### config.mk
export PLATFORM = sky130hd
export DESIGN_NAME = polynomial_circle_plotter
export DESIGN_NICKNAME = d
export VERILOG_FILES = /design/src/pcp_pkg.sv /design/src/pcp_ctrl.sv /design/src/pcp_datapath.sv /design/src/polynomial_circle_plotter.sv
export SDC_FILE = /design/constraint.sdc
export NUM_CORES = 2
export LEC_CHECK = 0
export BUFFER_PORTS_ARGS = -buffer_cell sky130_fd_sc_hd__buf_2
export CAP_MARGIN = 20
export CORE_MARGIN = 2
export CORE_UTILIZATION = 55
export CTS_CLUSTER_DIAMETER = 80
export DETAILED_ROUTE_END_ITERATION = 8
export GPL_ROUTABILITY_DRIVEN = 0
export PLACE_DENSITY = 0.71
export SETUP_SLACK_MARGIN = 0.05
export SYNTH_ARGS = -nofsm -noshare
export SYNTH_HDL_FRONTEND = slang
export SYNTH_SLANG_ARGS = --single-unit
### constraint.sdc
create_clock -name clk -period 10.1 [get_ports clk]
set_input_delay 0 -clock clk [delete_from_list [all_inputs] [get_ports clk]]
set_output_delay 0 -clock clk [all_outputs]
set_load 0.01 [all_outputs]
### src/pcp_pkg.sv
`timescale 1ns / 1ps
`default_nettype none

package pcp_pkg;

	localparam int RADIUS_BITS_DEF    = 10;
	localparam int STEPS_PER_UNIT_DEF = 20;

	localparam int CENTER_W     = 11;
	localparam int RADIUS_CFG_W = 10;
	localparam int CFG_W        = 11;
	localparam int CFG_IDX_W    = 2;
	localparam int COORD_W      = 12;
	localparam int OCT_W        = 3;
	localparam int STEP_W       = 14;
	localparam int FRAC_BITS    = 8;

	localparam logic [STEP_W-1:0] STEP_MAX = '1;
	localparam logic [OCT_W-1:0]  OCT_LAST = '1;

	typedef enum logic [CFG_IDX_W-1:0] {
		CFG_CENTER_X = 2'd0,
		CFG_CENTER_Y = 2'd1,
		CFG_RADIUS   = 2'd2
	} cfg_idx_t;

	typedef struct packed {
		logic              restart;
		logic              mul;
		logic              scale;
		logic              prep;
		logic              root;
		logic              round;
		logic              load_out;
		logic              advance;
		logic [OCT_W-1:0]  octant;
	} pcp_cmd_t;

	typedef struct packed {
		logic done;
		logic out_free;
	} pcp_sts_t;

endpackage

`default_nettype wire

### src/pcp_ctrl.sv
`timescale 1ns / 1ps
`default_nettype none

module pcp_ctrl #(
	parameter int ROOT_STEPS = pcp_pkg::RADIUS_BITS_DEF + pcp_pkg::FRAC_BITS
) (
	input  wire               clk,
	input  wire               arst_n,
	input  wire               in_valid,
	input  wire               start_req,
	output logic              in_ready,
	input  pcp_pkg::pcp_sts_t sts,
	output pcp_pkg::pcp_cmd_t cmd
);

	localparam int CNT_W = $clog2(ROOT_STEPS);

	typedef enum logic [2:0] {
		S_IDLE,
		S_MUL,
		S_SCALE,
		S_PREP,
		S_ROOT,
		S_ROUND,
		S_EMIT
	} state_t;

	state_t                     state_q;
	logic [CNT_W-1:0]           cnt_q;
	logic [pcp_pkg::OCT_W-1:0]  oct_q;
	logic                       active_q;

	assign in_ready = (state_q == S_IDLE);

	always_comb begin
		cmd          = '0;
		cmd.restart  = (state_q == S_IDLE) && in_valid && start_req;
		cmd.mul      = (state_q == S_MUL);
		cmd.scale    = (state_q == S_SCALE);
		cmd.prep     = (state_q == S_PREP);
		cmd.root     = (state_q == S_ROOT);
		cmd.round    = (state_q == S_ROUND);
		cmd.load_out = (state_q == S_EMIT) && sts.out_free;
		cmd.advance  = cmd.load_out && (oct_q == pcp_pkg::OCT_LAST);
		cmd.octant   = oct_q;
	end

	always_ff @(posedge clk or negedge arst_n) begin
		if (!arst_n) begin
			state_q  <= S_IDLE;
			cnt_q    <= '0;
			oct_q    <= '0;
			active_q <= 1'b0;
		end else begin
			case (state_q)
				S_IDLE: begin
					if (in_valid) begin
						if (start_req) begin
							active_q <= 1'b1;
							state_q  <= S_MUL;
						end else if (active_q) begin
							state_q <= S_MUL;
						end
					end
				end
				S_MUL:   state_q <= S_SCALE;
				S_SCALE: state_q <= S_PREP;
				S_PREP: begin
					cnt_q   <= CNT_W'(ROOT_STEPS - 1);
					state_q <= S_ROOT;
				end
				S_ROOT: begin
					if (cnt_q == '0) begin
						state_q <= S_ROUND;
					end else begin
						cnt_q <= cnt_q - 1'b1;
					end
				end
				S_ROUND: begin
					oct_q   <= '0;
					state_q <= S_EMIT;
				end
				S_EMIT: begin
					if (sts.out_free) begin
						if (oct_q == pcp_pkg::OCT_LAST) begin
							active_q <= !sts.done;
							state_q  <= S_IDLE;
						end else begin
							oct_q <= oct_q + 1'b1;
						end
					end
				end
				default: state_q <= S_IDLE;
			endcase
		end
	end

endmodule

`default_nettype wire

### src/pcp_datapath.sv
`timescale 1ns / 1ps
`default_nettype none

module pcp_datapath #(
	parameter int RADIUS_BITS    = pcp_pkg::RADIUS_BITS_DEF,
	parameter int STEPS_PER_UNIT = pcp_pkg::STEPS_PER_UNIT_DEF
) (
	input  wire                                    clk,
	input  wire                                    arst_n,
	input  wire                                    cfg_we,
	input  wire [pcp_pkg::CFG_IDX_W-1:0]           cfg_addr,
	input  wire [pcp_pkg::CFG_W-1:0]               cfg_data,
	input  pcp_pkg::pcp_cmd_t                      cmd,
	output pcp_pkg::pcp_sts_t                      sts,
	input  wire                                    out_ready,
	output logic                                   out_valid,
	output logic signed [pcp_pkg::COORD_W-1:0]     pixel_x,
	output logic signed [pcp_pkg::COORD_W-1:0]     pixel_y,
	output logic [pcp_pkg::OCT_W-1:0]              octant,
	output logic                                   last_of_step,
	output logic                                   circle_done
);

	localparam int RW    = (RADIUS_BITS < pcp_pkg::RADIUS_CFG_W) ?
	                       RADIUS_BITS : pcp_pkg::RADIUS_CFG_W;
	localparam int S2    = STEPS_PER_UNIT * STEPS_PER_UNIT;
	localparam int S2W   = $clog2(S2 + 1);
	localparam int YB    = RW + pcp_pkg::FRAC_BITS;
	localparam int RSW   = 2 * RW + S2W;
	localparam int NSW   = 2 * pcp_pkg::STEP_W;
	localparam int N1W   = NSW + 1;
	localparam int CW    = (RSW > N1W + 1) ? RSW : N1W + 1;
	localparam int W     = RSW + 2 * pcp_pkg::FRAC_BITS;
	localparam int REM_W = $clog2(STEPS_PER_UNIT + 1);
	localparam int CTW   = pcp_pkg::COORD_W;
	localparam int SW    = pcp_pkg::STEP_W;
	localparam int FB    = pcp_pkg::FRAC_BITS;
	localparam int CXW   = pcp_pkg::CENTER_W;

	localparam logic [REM_W:0]   S_CMP    = (REM_W + 1)'(STEPS_PER_UNIT);
	localparam logic [REM_W-1:0] REM_LAST = REM_W'(STEPS_PER_UNIT - 1);
	localparam logic [FB-1:0]    Y_HALF   = FB'(1 << (FB - 1));

	// configuration
	logic signed [CXW-1:0] center_x_q;
	logic signed [CXW-1:0] center_y_q;
	logic [RW-1:0]         radius_q;

	// step position: n = q * STEPS_PER_UNIT + rem
	logic [SW-1:0]    n_q;
	logic [SW-1:0]    q_q;
	logic [REM_W-1:0] rem_q;

	logic [2*RW-1:0]  r2_q;
	logic [NSW-1:0]   n2_q;
	logic [RSW-1:0]   rs2_q;
	logic [N1W-1:0]   n1sq_q;
	logic             done_q;

	// square root: res holds 65536*a - S2*y^2, u and dv the scaled trial terms
	logic [W-1:0]     res_q;
	logic [W-1:0]     u_q;
	logic [W-1:0]     dv_q;
	logic [YB-1:0]    y_q;

	logic [CTW-1:0]   xp_q;
	logic [CTW-1:0]   xm_q;
	logic [CTW-1:0]   yp_q;
	logic [CTW-1:0]   ym_q;

	logic [W:0]       trial;
	logic             take;
	logic [W-1:0]     u_up;
	logic [RSW-1:0]   diff;
	logic [CTW-1:0]   cx12;
	logic [CTW-1:0]   cy12;
	logic [CTW-1:0]   px;
	logic [CTW-1:0]   py;
	logic [RW-1:0]    yi;
	logic [FB-1:0]    yf;
	logic [CTW-1:0]   xi;

	always_ff @(posedge clk or negedge arst_n) begin
		if (!arst_n) begin
			center_x_q <= '0;
			center_y_q <= '0;
			radius_q   <= '0;
		end else if (cfg_we) begin
			case (cfg_addr)
				pcp_pkg::CFG_CENTER_X: center_x_q <= cfg_data[CXW-1:0];
				pcp_pkg::CFG_CENTER_Y: center_y_q <= cfg_data[CXW-1:0];
				pcp_pkg::CFG_RADIUS:   radius_q   <= cfg_data[RW-1:0];
				default: ;
			endcase
		end
	end

	always_ff @(posedge clk or negedge arst_n) begin
		if (!arst_n) begin
			n_q   <= '0;
			q_q   <= '0;
			rem_q <= '0;
		end else if (cmd.restart || (cmd.advance && done_q)) begin
			n_q   <= '0;
			q_q   <= '0;
			rem_q <= '0;
		end else if (cmd.advance) begin
			n_q <= n_q + 1'b1;
			if (rem_q == REM_LAST) begin
				rem_q <= '0;
				q_q   <= q_q + 1'b1;
			end else begin
				rem_q <= rem_q + 1'b1;
			end
		end
	end

	assign trial = {1'b0, u_q} + {1'b0, dv_q};
	assign take  = ({1'b0, res_q} >= trial);
	assign u_up  = u_q + (dv_q << 1);
	assign diff  = rs2_q - RSW'(n2_q);

	assign yi = y_q[YB-1:FB];
	assign yf = y_q[FB-1:0];
	assign xi = q_q[CTW-1:0];

	always_ff @(posedge clk) begin
		if (cmd.mul) begin
			r2_q <= radius_q * radius_q;
			n2_q <= n_q * n_q;
		end
		if (cmd.scale) begin
			rs2_q  <= {{S2W{1'b0}}, r2_q} * RSW'(S2);
			n1sq_q <= {1'b0, n2_q} + {{SW{1'b0}}, n_q, 1'b0} + N1W'(1);
		end
		if (cmd.prep) begin
			if (CW'(rs2_q) > CW'(n2_q)) begin
				res_q <= {diff, {(2 * FB){1'b0}}};
			end else begin
				res_q <= '0;
			end
			done_q <= (CW'({n1sq_q, 1'b0}) > CW'(rs2_q)) || (n_q == pcp_pkg::STEP_MAX);
			u_q    <= '0;
			dv_q   <= W'(S2) << (2 * (YB - 1));
			y_q    <= '0;
		end
		if (cmd.root) begin
			if (take) begin
				res_q <= res_q - trial[W-1:0];
				u_q   <= u_up >> 1;
			end else begin
				u_q <= u_q >> 1;
			end
			dv_q <= dv_q >> 2;
			y_q  <= {y_q[YB-2:0], take};
		end
		if (cmd.round) begin
			xp_q <= xi + CTW'({rem_q, 1'b0} >= S_CMP);
			xm_q <= CTW'(0) - (xi + CTW'({rem_q, 1'b0} > S_CMP));
			yp_q <= CTW'(yi) + CTW'(yf >= Y_HALF);
			ym_q <= CTW'(0) - (CTW'(yi) + CTW'(yf > Y_HALF));
		end
	end

	assign cx12 = {{(CTW - CXW){center_x_q[CXW-1]}}, center_x_q};
	assign cy12 = {{(CTW - CXW){center_y_q[CXW-1]}}, center_y_q};

	always_comb begin
		case (cmd.octant)
			3'd0: begin px = cx12 + xp_q; py = cy12 + yp_q; end
			3'd1: begin px = cx12 + yp_q; py = cy12 + xp_q; end
			3'd2: begin px = cx12 + yp_q; py = cy12 + xm_q; end
			3'd3: begin px = cx12 + xp_q; py = cy12 + ym_q; end
			3'd4: begin px = cx12 + xm_q; py = cy12 + ym_q; end
			3'd5: begin px = cx12 + ym_q; py = cy12 + xm_q; end
			3'd6: begin px = cx12 + ym_q; py = cy12 + xp_q; end
			3'd7: begin px = cx12 + xm_q; py = cy12 + yp_q; end
			default: begin px = cx12; py = cy12; end
		endcase
	end

	always_ff @(posedge clk or negedge arst_n) begin
		if (!arst_n) begin
			out_valid <= 1'b0;
		end else if (cmd.load_out) begin
			out_valid <= 1'b1;
		end else if (out_ready) begin
			out_valid <= 1'b0;
		end
	end

	always_ff @(posedge clk) begin
		if (cmd.load_out) begin
			pixel_x      <= px;
			pixel_y      <= py;
			octant       <= cmd.octant;
			last_of_step <= (cmd.octant == pcp_pkg::OCT_LAST);
			circle_done  <= done_q;
		end
	end

	assign sts.done     = done_q;
	assign sts.out_free = !out_valid || out_ready;

endmodule

`default_nettype wire

### src/polynomial_circle_plotter.sv
`timescale 1ns / 1ps
`default_nettype none

// Circle plotter with eight-way symmetry. Write center_x, center_y and radius,
// then send ticks: start_req=1 begins a circle at step zero, start_req=0 plots
// the next step (x advances by 1/STEPS_PER_UNIT pixel). Each plotted step gives
// eight pixels, octant 0..7, with circle_done set on all eight of the final
// step; ticks with no circle in progress give nothing. A plotted step runs
// through the setup states for the squares (S_MUL, S_SCALE, S_PREP), the
// iterative square root at one result bit per cycle (RADIUS_BITS + 8 bits,
// RADIUS_BITS counted at most 10), the rounding state, eight pixels through
// the single output register, which waits on out_ready, and the idle state
// that takes the next tick; no new tick is taken before the step is through.

module polynomial_circle_plotter #(
	parameter int RADIUS_BITS    = pcp_pkg::RADIUS_BITS_DEF,
	parameter int STEPS_PER_UNIT = pcp_pkg::STEPS_PER_UNIT_DEF
) (
	input  wire                                clk,
	input  wire                                arst_n,
	input  wire                                cfg_we,
	input  wire [pcp_pkg::CFG_IDX_W-1:0]       cfg_addr,
	input  wire [pcp_pkg::CFG_W-1:0]           cfg_data,
	input  wire                                in_valid,
	output logic                               in_ready,
	input  wire                                start_req,
	output logic                               out_valid,
	input  wire                                out_ready,
	output logic signed [pcp_pkg::COORD_W-1:0] pixel_x,
	output logic signed [pcp_pkg::COORD_W-1:0] pixel_y,
	output logic [pcp_pkg::OCT_W-1:0]          octant,
	output logic                               last_of_step,
	output logic                               circle_done
);

	localparam int RW = (RADIUS_BITS < pcp_pkg::RADIUS_CFG_W) ?
	                    RADIUS_BITS : pcp_pkg::RADIUS_CFG_W;

	pcp_pkg::pcp_cmd_t cmd;
	pcp_pkg::pcp_sts_t sts;

	pcp_ctrl #(
		.ROOT_STEPS(RW + pcp_pkg::FRAC_BITS)
	) u_ctrl (
		.clk      (clk),
		.arst_n   (arst_n),
		.in_valid (in_valid),
		.start_req(start_req),
		.in_ready (in_ready),
		.sts      (sts),
		.cmd      (cmd)
	);

	pcp_datapath #(
		.RADIUS_BITS   (RADIUS_BITS),
		.STEPS_PER_UNIT(STEPS_PER_UNIT)
	) u_datapath (
		.clk         (clk),
		.arst_n      (arst_n),
		.cfg_we      (cfg_we),
		.cfg_addr    (cfg_addr),
		.cfg_data    (cfg_data),
		.cmd         (cmd),
		.sts         (sts),
		.out_ready   (out_ready),
		.out_valid   (out_valid),
		.pixel_x     (pixel_x),
		.pixel_y     (pixel_y),
		.octant      (octant),
		.last_of_step(last_of_step),
		.circle_done (circle_done)
	);

	// a pending pixel other than the last keeps new ticks out
	a_busy_in_step: assert property (@(posedge clk) disable iff (!arst_n)
		(out_valid && !last_of_step) |-> !in_ready)
		else $error("tick accepted in the middle of a step");

	// pixels of one step follow each other without gaps
	a_octant_seq: assert property (@(posedge clk) disable iff (!arst_n)
		(out_valid && out_ready && !last_of_step) |=>
		(out_valid && (octant == $past(octant) + 3'd1)))
		else $error("octant sequence broken");

	a_done_steady: assert property (@(posedge clk) disable iff (!arst_n)
		(out_valid && out_ready && !last_of_step) |=>
		(circle_done == $past(circle_done)))
		else $error("circle_done changed within a step");

	a_last_flag: assert property (@(posedge clk) disable iff (!arst_n)
		out_valid |-> (last_of_step == (octant == pcp_pkg::OCT_LAST)))
		else $error("last_of_step does not match octant");

endmodule

`default_nettype wire
==> results_dict.tcl <==
set metrics [dict create \
    status "completed" \
    ctsResizeCount 0 \
    initial_core_util_pct 55.61 \
    cts_setup_buffers 0 \
    ctsLongestPathBuffers 3 \
    cp-start-kind "register" \
    relSlewSlack_pct 32.36 \
    async_flop_share_pct 19.00 \
    viasPerCell 5.736 \
    syn2layout_area_growth_pct 7.871 \
    fin_crit_sh_pct 69.42 \
    synthAdderAreaFrac_pct 25.48 \
    hp-class "in2async" \
    clk_pin_slew_ns 0.06 \
    period_needed_ns 7.011 \
    numCtsBuffers 50 \
    syn_inst 3829 \
    die_y_um 261.8 \
    wire_per_inst_um 17.62 \
    drtIter0Drc 1962 \
    pin_count 50 \
    synthMuxAreaShare_pct 1.382 \
    grt_pass1_vias 26640 \
    dp_slack_ns 3.306 \
    max_stage_delay_ns 0.65 \
    core.rowCount 94 \
    avgSynthCellArea_um2 9.549 \
    final_nets 4493 \
    synth_xor_area_share_pct 7.737 \
    port_buffers 49 \
    ant_nets 0 \
    path_max_fanout 21 \
    clock_sinks 400 \
    fmax_mhz 142.6 \
    crit_path_frequent_cell "fa_1" \
    finalHoldViolations 0 \
    fin_skew_ns 0.06241 \
    cts_htree_levels 2 \
    slew_viol_final 0 \
    drt_pass1_iterations 9 \
    fin_tns_setup_ns 0 \
    drv_cap 0 \
    synth_edf_count 279 \
    vias 27210 \
    synth_area_um2 36560 \
    die_w_um 261.8 \
    grtUsageTotal_pct 24.70 \
    coreArea_um2 65750 \
    postCtsHoldBufs 20 \
    synth_compound_area_share_pct 15.95 \
    tightestPinTransition_ns 1.002 \
    cts_root_buf "clkbuf_16" \
    setup_viol 0 \
    n_fill_cell 5653 \
    hpwl_um 63890 \
    antenna-diode-count 0 \
    finalNonFillerCells 4743 \
    grt_max_degree 76 \
    grt_overflow 0 \
    end_kind "register" \
    drc_errors 0 \
    yosys_warnings 0 \
    cp_data_arrival_time_ns 7.38 \
    required_ns 10.47 \
    yosys_most_used_dff "edfxtp_1" \
    postLayoutCoreUtil_pct 59.99 \
    synth_top_family_by_area "adder cells" \
    die_area_um2 68560 \
    cts_tree "built" \
    critPathSlowestCell "dfrtp_1" \
    drive_above_1_share_pct 5.981 \
    synthSimpleGateAreaFrac_pct 12.84 \
    rsz0062_at_grt "false" \
    grt_pass1_wl_um 136600 \
    antenna_found_initial 0 \
    setup_slack_ns 3.089 \
    clock_latency_ns 0.63 \
    critical_path.cell_chain "and2_1, fa_1, inv_1, fa_1, inv_1, fa_1, fa_1, fa_1, inv_1, fa_1, inv_1, ha_1, o21a_1, o211ai_1, a21o_1, o31ai_1, o41ai_1, o221ai_1, o31a_1, nand4_1, nand4b_1, a21oi_1, xnor2_1" \
    path_class "reg2reg" \
    dp.cells 4629 \
    ys_seq_area_share_pct 30.58 \
    ys_seq_elements 400 \
    synth_cell_types 94 \
    wl_um 83580 \
]
==> synth_stat cells (109+ instances only) <==
master	count	area (um2)
xor2_1	109	954.7
a21oi_1	304	1521
fa_1	181	3623
o21ai_0	120	600.6
xnor2_1	214	1874
ha_1	455	5693
inv_1	450	1689
nand2_1	193	724.4
clkbuf_1	116	435.4
nor2_1	278	1044
a21o_1	136	1021
edfxtp_1	279	8378
==> sequential cells by signal (all words and copies together) (netlist names), 11 cells and up <==
| register | flops |
|---|---|
| u_datapath.center_y_q | 11 |
| u_datapath.rs2_q | 24 |
| u_datapath.pixel_y | 12 |
| u_datapath.res_q | 45 |
| u_datapath.y_q | 18 |
| u_datapath.n2_q | 27 |
| u_datapath.xm_q | 12 |
| u_datapath.n_q | 14 |
| u_datapath.center_x_q | 11 |
| u_datapath.q_q | 12 |
| u_datapath.xp_q | 12 |
| u_datapath.ym_q | 12 |
| u_datapath.pixel_x | 12 |
| u_datapath.u_q | 44 |
| u_datapath.yp_q | 11 |
| u_datapath.dv_q | 41 |
| u_datapath.r2_q | 19 |
| u_datapath.n1sq_q | 29 |
==> cell families after synthesis <==
| group | count (synthesis) |
|---|---|
| adders and majority gates | 636 |
| buffers and inverters | 580 |
| DFF | 400 |
| xor gates and xnor gates | 323 |
| muxes | 46 |
| AOI/OAI and AO/OA | 890 |
| other | 1 |
| and+or+nand+nor | 953 |
==> worst paths after layout <==
path / startpoint / endpoint / slack [ns] / cells past startpoint
min in group clk: cfg_data[10] / u_datapath.center_y_q[10] / 0.15 / 3
min: arst_n / u_datapath.center_y_q[9] / 0.11 / 3
max reg2reg: u_datapath.n_q[4] / u_datapath.n2_q[27] / 3.09 / 23
min reg2reg: u_datapath.res_q[0] / u_datapath.res_q[0] / 0.46 / 2
max in group asynchronous: arst_n / u_ctrl.state_q[2] / 9.18 / 3
max: u_datapath.n_q[4] / u_datapath.n2_q[27] / 3.09 / 23
==> placed cells by master, fill, tap and decap left out, types with 27 or more instances in the layout <==
cell	Yosys	final
ha_1	455	455
inv_1	450	449
a21oi_1	304	303
edfxtp_1	279	279
nor2_1	278	275
xnor2_1	214	214
nand2_1	193	192
fa_1	181	181
a21o_1	136	136
o21ai_0	120	120
xor2_1	109	109
nand3_1	98	98
and3_1	87	87
dfrtp_1	76	75
and2_1	66	66
clkbuf_16	0	50
buf_2	6	48
nor3_1	46	46
dfxtp_1	45	45
nor2b_1	43	43
o21a_1	43	43
a221oi_1	42	42
o21bai_1	38	38
mux2_2	36	36
nand2b_1	36	36
nand4_1	34	34
a31oi_1	27	27
==> per-stage QoR <==
step / cell area [um2] / hold slack (ns)
2_1_floorplan: 36570 / -0.2956
3_3_place_gp: 37540 / -0.1301
3_5_place_dp: 37550 / -0.1326
4_1_cts: 39430 / 0.1306
5_1_grt: 39440 / 0.1765
6_report: 39440 / 0.1083
==> area by class of cell <==
class | instances | area [um2] | area share, %
clock buffers | 65 | 1338 | 3.391
clock inverters | 28 | 340.3 | 0.8629
inverters | 452 | 1697 | 4.302
multi-input cells | 2850 | 23230 | 58.90
flip-flops and latches | 400 | 11180 | 28.35
well taps | 864 | 1081 | 2.741
repair buffers | 84 | 571.8 | 1.450
==> per-layer routing <==
metal	global-route usage [%]	vias to the layer above	wire length, um
met5	0	-	0
met4	8.286	0	2599
met3	2.623	121	3644
met2	41.08	595	39090
met1	33.77	13040	38250
li1	-	13450	-
==> critical path: cells and delay by family (launching register included) <==
kind            cells  cell delay [ns]
compound gates      8             1.92
flops               1             0.65
buf+inv             4             0.20
simple gates        3             0.52
fa+ha+maj           7             3.37
xor+xnor            1             0.08
Power is left out: the tool's default activity adds up to more than one toggle a clock period on the data nets, which glitch-free logic cannot reach.
